## src/frq_pkg.sv

```systemverilog
// Shared types, constants and helpers for the quarter-turn frame rotator.
`default_nettype none

package frq_pkg;

    localparam int SIZE_W     = 9;   // width and height register width
    localparam int CFG_IDX_W  = 2;
    localparam int CFG_DATA_W = 9;
    localparam int CHAN_W     = 8;
    localparam int PIX_W      = 3 * CHAN_W;

    typedef enum logic [CFG_IDX_W-1:0] {
        CFG_TURN_LEFT = 2'd0,
        CFG_ANGLE     = 2'd1,
        CFG_WIDTH     = 2'd2,
        CFG_HEIGHT    = 2'd3
    } t_cfg_idx;

    localparam logic [1:0] ANG_0   = 2'd0;
    localparam logic [1:0] ANG_90  = 2'd1;
    localparam logic [1:0] ANG_180 = 2'd2;
    localparam logic [1:0] ANG_270 = 2'd3;

    localparam logic DIR_RIGHT = 1'b0;
    localparam logic DIR_LEFT  = 1'b1;

    localparam logic KIND_STORE = 1'b0;
    localparam logic KIND_FETCH = 1'b1;

    typedef enum logic [1:0] {
        MODE_NONE,
        MODE_CW,
        MODE_CCW,
        MODE_HALF
    } t_mode;

    typedef enum logic [2:0] {
        S_IDLE,
        S_STORE,
        S_POS,
        S_MUL,
        S_ADD,
        S_READ,
        S_OUT
    } t_state;

    typedef struct packed {
        logic              kind;
        logic [CHAN_W-1:0] red_in;
        logic [CHAN_W-1:0] green_in;
        logic [CHAN_W-1:0] blue_in;
    } t_in_beat;

    typedef struct packed {
        logic [CHAN_W-1:0] red_out;
        logic [CHAN_W-1:0] green_out;
        logic [CHAN_W-1:0] blue_out;
        logic              row_end;
        logic              frame_end;
    } t_out_beat;

    typedef struct packed {
        logic capture;
        logic store_wr;
        logic pos_fix;
        logic mul_ld;
        logic addr_ld;
        logic out_ld;
    } t_cmd;

    typedef struct packed {
        logic in_kind;
        logic out_free;
    } t_stat;

    function automatic t_mode turn_mode(input logic left, input logic [1:0] ang);
        t_mode m;
        priority if (ang == ANG_0) begin
            m = MODE_NONE;
        end else if ((left == DIR_RIGHT && ang == ANG_90) ||
                     (left == DIR_LEFT && ang == ANG_270)) begin
            m = MODE_CW;
        end else if ((left == DIR_RIGHT && ang == ANG_270) ||
                     (left == DIR_LEFT && ang == ANG_90)) begin
            m = MODE_CCW;
        end else begin
            m = MODE_HALF;
        end
        return m;
    endfunction

endpackage

`default_nettype wire

```

## src/frq_ctrl.sv

```systemverilog
// Sequencer for the rotator: steps store and fetch beats through the datapath.
`default_nettype none

module frq_ctrl
    import frq_pkg::*;
(
    input  wire   i_clk,
    input  wire   i_rst_n,
    input  wire   i_in_valid,
    input  t_stat i_stat,
    output logic  o_in_ready,
    output t_cmd  o_cmd
);

    t_state r_state;
    t_state n_state;

    always_ff @(posedge i_clk) begin
        if (!i_rst_n) begin
            r_state <= S_IDLE;
        end else begin
            r_state <= n_state;
        end
    end

    always_comb begin
        n_state = r_state;
        unique case (r_state)
            S_IDLE: begin
                if (i_in_valid) begin
                    n_state = (i_stat.in_kind == KIND_STORE) ? S_STORE : S_POS;
                end
            end
            S_STORE: n_state = S_IDLE;
            S_POS:   n_state = S_MUL;
            S_MUL:   n_state = S_ADD;
            S_ADD:   n_state = S_READ;
            S_READ:  n_state = S_OUT;
            S_OUT: begin
                if (i_stat.out_free) begin
                    n_state = S_IDLE;
                end
            end
            default: n_state = S_IDLE;
        endcase
    end

    always_comb begin
        o_in_ready     = (r_state == S_IDLE);
        o_cmd          = '0;
        o_cmd.capture  = (r_state == S_IDLE) && i_in_valid;
        o_cmd.store_wr = (r_state == S_STORE);
        o_cmd.pos_fix  = (r_state == S_POS);
        o_cmd.mul_ld   = (r_state == S_MUL);
        o_cmd.addr_ld  = (r_state == S_ADD);
        o_cmd.out_ld   = (r_state == S_OUT) && i_stat.out_free;
    end

endmodule

`default_nettype wire

```

## config.mk

```make
export PLATFORM = sky130hd
export DESIGN_NAME = frq_ctrl
export DESIGN_NICKNAME = d
export VERILOG_FILES = /design/src/frq_pkg.sv /design/src/frq_ctrl.sv
export SDC_FILE = /design/constraint.sdc
export NUM_CORES = 1
export LEC_CHECK = 0
export BUFFER_PORTS_ARGS = -buffer_cell sky130_fd_sc_hd__buf_2
export CAP_MARGIN = 20
export CORE_AREA = 10 10 47 49
export DETAILED_ROUTE_END_ITERATION = 16
export DIE_AREA = 0 0 57 59
export GPL_TIMING_DRIVEN = 0
export PLACE_DENSITY_LB_ADDON = 0.1
export SYNTH_ARGS = -nofsm -noshare
export SYNTH_HDL_FRONTEND = slang
export SYNTH_SLANG_ARGS = --single-unit
export TNS_END_PERCENT = 1
```

## constraint.sdc

```tcl
create_clock -name i_clk -period 1.1 [get_ports i_clk]
set_clock_uncertainty 0.05 [all_clocks]
set_input_delay 0.055 -clock i_clk [delete_from_list [all_inputs] [get_ports i_clk]]
set_output_delay 0.055 -clock i_clk [all_outputs]
set_load 0.005 [all_outputs]
```

==> summary.md, run 1 <==
| Metric | Value |
|---|---|
| P_int | 0.349 mW |
| Share of post-route cells with drive strength above 1 | 0.628 |
| Chip width | around 57 um |
| GRT overflow | 0 |
| Seq pwr share | 0.267 |
| Final hold slack | around 27 ps |
| TritonCTS clock tree | done |
| Post-route insts no fill | between 50 and 60 |
| Root Driver | clkbuf_4 |
| Leak pwr | 0.177 nW |
| Gr usage total | 0.0492 |
| Max clock buf depth | 2 |
| Status | finished, violations left |
| Synth Area per Inst | approximately 8.5 um^2 |
| RSZ-0062 raised after global routing | true |
| Slew headroom | 0.797 |
| Post-CTS Hold Buffers | 0 |
| Wire per inst | 12.5 um |
| Max reg flops | 3 |
| Area Overhead vs Synth | 60.9% |
| Gate power share | 0.347 |
| Setup ws final | -66.1 ps |
| Slowest cell on the critical path | o311a_1 |
| Multi-input logic area | 155 um^2 |
| # clock sinks | 3 |
| Initial core utilization | 0.164 |
| Dpl cells | 54 |
| FF/Latch Area | between 60 and 70 um^2 |
| Number of global-route vias before repair | ~280 |
| Yosys warning total | 0 |
| Syn Inst Count | 27 |
| Synthesized area | around 230 um^2 |
| Pins over their slew limit | 0 |
| Htree depth | 1 |
| Sequential share of the synthesized area | 0.261 |
| CP arrival | ~1200 ps |
| Dpl hpwl | 514 um |
| # IOs | 12 |
| CP startpoint kind | flop |
| Failing checks | negative setup slack |
| Initial antenna violation count | 0 |
| Post-Route WL | about 740 um |
| Max Fanout on Critical Path | 9 |
| CTS Buf Count | 3 |
| Max rail drop VDD | approximately 510 uV |
| Full die area | about 3400 um^2 |
| Final setup violation count | 6 |
| FP Rows | 14 |
| Total power draw | ~0.5 mW |
| Worst-margin pin slew | between 300 and 400 ps |
| Crit path kind | flop to flop |
| DRC Markers | 0 |
| Synthesized Nets | 32 |
| CP Buf/Inv Count | 2 |
| Min Tclk post-route | 1170 ps |
| Wire length of the first global-routing pass | around 1.2 mm |
| Sw power | 0.153 mW |
| Sw frac | 0.304 |
| PD cells | 1350 nW/um^2 |
| Critical Path Sink Type | flop |
| Synth Register Bits | 3 |
| Crit path required time | between 1000 and 1500 ps |
| Vias | between 200 and 300 |
| Cell family with most CP delay | compound AO/OA/AOI/OAI gates |
| DRT iter0 DRCs | 2 |
| Final hold vios | 0 |
| Synth cell types | 21 |
| Hold WC Path Type | primary input to flop |
| Clock power frac | 0.387 |
| Worst hold path depth | 2 |
| Post-DRT Antenna Nets | 0 |
| Largest reg by FF count | r_state |
| Port Buffers | 11 |
| Clock latency on the worst-skew pair | about 230 ps |
| Post-route clock period utilization | 1.06 |
| CORE AREA | between 1000 and 1500 um^2 |
| Via density per instance | between 4 and 5 |
| Largest registers | r_state: 3 flops |
| Critical-path cell list | buf_6, inv_4, and3_4, o311a_1 |
| R2R depth | 4 |
| Max Freq | 0.858 GHz |
| Count of TritonRoute iterations in the first routing pass | 2 |
| Max-Cap Viols | 0 |
| # nets final | between 40 and 50 |
| GP Congestion | 0.691 |
| Reg-to-reg setup timing slack | -70 ps |
| Fillers | 171 |
| Clk slew on worst S/H paths | ~40 ps |
| Slowest stage delay, CP | around 320 ps |
| DIE HEIGHT | 59 um |
| Levels on crit path | 4 |
| # diodes | 0 |
| Largest net degree at the start of global routing | 11 |
| Worst slack at placement | -33.7 ps |
-- repair_timing --
| item | CTS | global route |
|---|---|---|
| cloned | 1 | 0 |
| gates resized for setup | 7 | 3 |
| endpoints found under the setup margin | 8 | 9 |
| buffers inserted | 0 | 0 |
-- cells in the mapped netlist, drive strengths merged --
master | count | area (um^2)
nor2 | 1 | 3.75
and3 | 1 | 11.3
o21a | 1 | 7.51
nor3 | 4 | 25.0
nand2 | 1 | 3.75
o311a | 1 | 10.0
and4b | 1 | 11.3
nor3b | 2 | 15.0
nor2b | 1 | 6.26
or2b | 1 | 7.51
a211oi | 1 | 7.51
inv | 2 | 10.0
a2111oi | 1 | 10.0
buf | 3 | 23.8
dfxtp | 3 | 60.1
o21ai | 1 | 5.00
and2 | 2 | 12.5
-- final cells by class --
| class | count | share of cell area |
|---|---|---|
| clock buffer | 4 | 0.0709 |
| sequential | 3 | 0.169 |
| inverter | 2 | 0.0270 |
| multi-input combinational | 19 | 0.419 |
| tap | 16 | 0.0541 |
| timing repair buffer | 12 | 0.169 |
| buffer | 3 | 0.0912 |
-- per-layer routing --
layer	wire, um	vias to the layer above	GRT usage
met5	0	-	0
met4	19	0	0.0604
met3	46	2	0.0279
met2	379	9	0.0744
met1	293	116	0.0413
li1	-	126	-
-- metrics by stage --
step           cell area, um^2   util  TNS (ps)
6_report                   370  0.264      -223
5_1_grt                    370  0.264      -692
4_1_cts                    360  0.257      -387
3_5_place_dp               305  0.218     -33.7
3_3_place_gp               305  0.218     -55.5
2_1_floorplan              230      -         0
-- cells by family (layout without fill, tap and decap cells) --
family / count (synthesis) / after routing / synth area share
simple gates: 14 / 14 / 0.418
compound gates: 5 / 5 / 0.174
buf+inv: 5 / 21 / 0.147
flops: 3 / 3 / 0.261
-- worst paths after layout --
| check | from | to |
|---|---|---|
| worst max-delay path | r_state[1]$_SDFFE_PN0P_ | r_state[1]$_SDFFE_PN0P_ |
| worst min-delay path | i_rst_n | r_state[2]$_SDFFE_PN0P_ |
| worst max register to register | r_state[1]$_SDFFE_PN0P_ | r_state[1]$_SDFFE_PN0P_ |
| worst min register to register | r_state[1]$_SDFFE_PN0P_ | r_state[0]$_SDFFE_PN0P_ |
-- cell usage in the layout (no fill, tap or decap) --
| master | instances |
|---|---|
| clkbuf_4 | 3 |
| nor2b_1 | 1 |
| o21ai_0 | 1 |
| buf_2 | 11 |
| nand2_1 | 1 |
| o21a_1 | 1 |
| a2111oi_1 | 1 |
| o311a_1 | 1 |
| buf_4 | 1 |
| nor3b_2 | 2 |
| clkbuf_1 | 1 |
| and2_1 | 2 |
| nor3_4 | 1 |
| inv_4 | 1 |
| dfxtp_2 | 2 |
| and4b_2 | 1 |
| dfxtp_1 | 1 |
| a211oi_1 | 1 |
| inv_1 | 1 |
| nor3_1 | 3 |
| buf_6 | 3 |
| or2b_1 | 1 |
| nor2_2 | 1 |
| and3_4 | 1 |
-- power by group through the flow --
stage          Sequential (mW)  Combinational (mW)  Clock, mW
2_1_floorplan            0.128              0.0986          0
3_3_place_gp             0.129               0.152          0
3_5_place_dp             0.129               0.151          0
4_1_cts                  0.134               0.171      0.204
5_1_grt                  0.135               0.195      0.219
6_report                 0.134               0.174      0.194
Note: power is estimated with default switching activity, not from simulation.
==> inputs of run 2 (changes only) <==
--- a/config.mk
+++ b/config.mk
@@ -12,6 +12,7 @@
 export DIE_AREA = 0 0 57 59
 export GPL_TIMING_DRIVEN = 0
 export PLACE_DENSITY_LB_ADDON = 0.1
+export REMOVE_ABC_BUFFERS = 1
 export SYNTH_ARGS = -nofsm -noshare
 export SYNTH_HDL_FRONTEND = slang
 export SYNTH_SLANG_ARGS = --single-unit
==> run 2 against run 1 <==
Compared with the run above:
- the flow still finishes with violations (negative setup slack)
- global-route usage down 0.38 points
- power up 1.8%
- non-clock buffer count up 2
- sequential power up 18%
- cell count up 3.4%
- final area up 2.4%
- combinational power down 8%
- clock power about the same
- register-to-register slack better by 50 ps
- flip-flop and latch count unchanged
- setup slack better by 22 ps
- critical path type is now flop to output port
==> summary.md, run 2 (same netlist as run 1, synthesis figures left out) <==
| Metric | Value |
|---|---|
| Status | finished, violations left |
| Failing checks | negative setup slack |
| Worst-margin pin slew | between 300 and 400 ps |
| Commonest non-fill, non-tap cell in the layout | buf_2 |
| DRC Markers | 0 |
| Fillers | 160 |
| RSZ-0062 raised after global routing | true |
| Crit path required time | 1000 ps |
| # clock sinks | 3 |
| Final hold vios | 0 |
| Post-CTS Hold Buffers | 0 |
| Slew headroom | 0.794 |
| CP startpoint kind | flop |
| Critical Path Sink Type | output port |
| Max Freq | 0.874 GHz |
| CP Buf/Inv Count | 2 |
| FP Rows | 14 |
| Min Tclk post-route | ~1100 ps |
| Cell family with most CP delay | flip-flops |
| Post-route insts no fill | 61 |
| Setup tns final | -134 ps |
| RR Startpoint | r_state[0]$_SDFFE_PN0P_ |
| Most frequent cells in the layout | 11 x buf_2, 5 x buf_4, 3 x nor3_1, 3 x clkbuf_4, 3 x dfxtp_4 |
| Post-Route WL | 744 um |
| Reg-to-reg setup timing slack | -20 ps |
| Count of TritonRoute iterations in the first routing pass | 2 |
| GRT overflow | 0 |
| CP arrival | ~1000 ps |
| Fin util | 0.271 |
| Chip width | ~57 um |
| Leak pwr | about 0.19 nW |
| Slowest stage delay, CP | between 300 and 400 ps |
| Htree depth | 1 |
| Slowest cell on the critical path | dfxtp_4 |
| Max Fanout on Critical Path | 6 |
| Clock latency on the worst-skew pair | 230 ps |
| Wire length of the first global-routing pass | 1.14 mm |
| Largest reg by FF count | r_state |
| Largest net degree at the start of global routing | 12 |
| R2R depth | 3 |
| Initial antenna violation count | 0 |
| Full die area | approximately 3400 um^2 |
| Number of global-route vias before repair | 260 |
| Largest registers | r_state: 3 flops |
| Worst hold path depth | 2 |
| Pins over their slew limit | 0 |
| # diodes | 0 |
| Crit path kind | flop to output port |
| Area Overhead vs Synth | 64.7% |
| Hold Path End | r_state[2]$_SDFFE_PN0P_ |
| Via density per instance | around 4.2 |
| Max-Cap Viols | 0 |
| Total power draw | 0.511 mW |
| Post-DRT Antenna Nets | 0 |
| Final hold slack | 13.4 ps |
| Vias | 257 |
| Critical-path cell list | buf_2, nor3b_2, buf_2 |
| Final setup violation count | 5 |
| Max clock buf depth | 2 |
| CORE AREA | approximately 1400 um^2 |
| Worst slack at placement | -160 ps |
| Share of post-route cells with drive strength above 1 | 0.622 |
| FF/Latch Area | around 71 um^2 |
| Post-route cell area | 379 um^2 |
| CTS Buf Count | 3 |
| Gr usage total | 0.0454 |
| Root Driver | clkbuf_4 |
| Port Buffers | 11 |
| PD cells | 1350 nW/um^2 |
| Initial core utilization | 0.164 |
| Setup ws final | -44.4 ps |
| Max rail drop VDD | roughly 410 uV |
| Dpl cells | a little over 50 |
| Hold WC Path Type | primary input to flop |
| Hold_sp | i_rst_n |
| TritonCTS clock tree | done |
| # nets final | 51 |
| Wire per inst | ~12 um |
| DRT iter0 DRCs | 3 |
| Max reg flops | 3 |
| GP Congestion | roughly 0.67 |
| Clk slew on worst S/H paths | about 40 ps |
| # IOs | 12 |
| Most common cell on crit path | buf_2 |
| Multi-input logic area | approximately 150 um^2 |
| Reg-to-Reg End | r_state[1]$_SDFFE_PN0P_ |
| DIE HEIGHT | 59 um |
| Post-route clock period utilization | 1.04 |
| Post-DP Area | roughly 280 um^2 |
==> run 2: where the power goes <==
group / leakage, nW / total, mW / internal, mW / switching, mW
clock: 0.0150 / 0.194 / 0.136 / 0.0577
combinational: 0.144 / 0.160 / 0.101 / 0.0588
sequential: 0.0267 / 0.158 / 0.124 / 0.0342
total: 0.186 / 0.511 / 0.360 / 0.151
==> run 2: how the worst max path moves through the flow <==
| stage | depth (start not counted) | end | from | slack, ps |
|---|---|---|---|---|
| after floorplan | 3 | r_state[1]$_SDFFE_PN0P_ | r_state[1]$_SDFFE_PN0P_ | -60 |
| after global placement | 3 | r_state[1]$_SDFFE_PN0P_ | r_state[1]$_SDFFE_PN0P_ | -160 |
| after detailed placement | 3 | r_state[1]$_SDFFE_PN0P_ | r_state[1]$_SDFFE_PN0P_ | -160 |
| after CTS | 3 | o_cmd[5] | r_state[1]$_SDFFE_PN0P_ | -60 |
| after global routing | 3 | o_cmd[5] | r_state[2]$_SDFFE_PN0P_ | -120 |
| final | 3 | o_cmd[1] | r_state[2]$_SDFFE_PN0P_ | -40 |
==> run 2: repair_timing <==
| item | in CTS | in global routing |
|---|---|---|
| setup endpoints to repair | 10 | 8 |
| pin swaps | 3 | 3 |
| gates resized for setup | 7 | 4 |
| buffers inserted | 1 | 5 |
| endpoints found under the hold margin | 0 | 0 |
==> run 2: cell type report <==
class                           count  share of cell area
Clock buffer                        4              0.0693
Inverter                            2              0.0264
Multi-Input combinational cell     19               0.389
Sequential cell                     3               0.188
Tap cell                           16              0.0528
Timing Repair Buffer               17               0.274
==> run 2: worst register-to-register path, cell delays in order, from the launching register on <==
cell and delay (ps):
dfxtp_4 370, buf_4 140, and3_4 150, o311a_1 280
==> run 2: metal layers <==
| metal | vias to the layer above | track usage | share of wire |
|---|---|---|---|
| met1 | 112 | 0.0451 | 0.45 |
| li1 | 133 | - | - |
| met5 | - | 0 | 0 |
| met4 | 0 | 0.0503 | 0 |
| met2 | 12 | 0.0527 | 0.44 |
| met3 | 0 | 0.0386 | 0.11 |
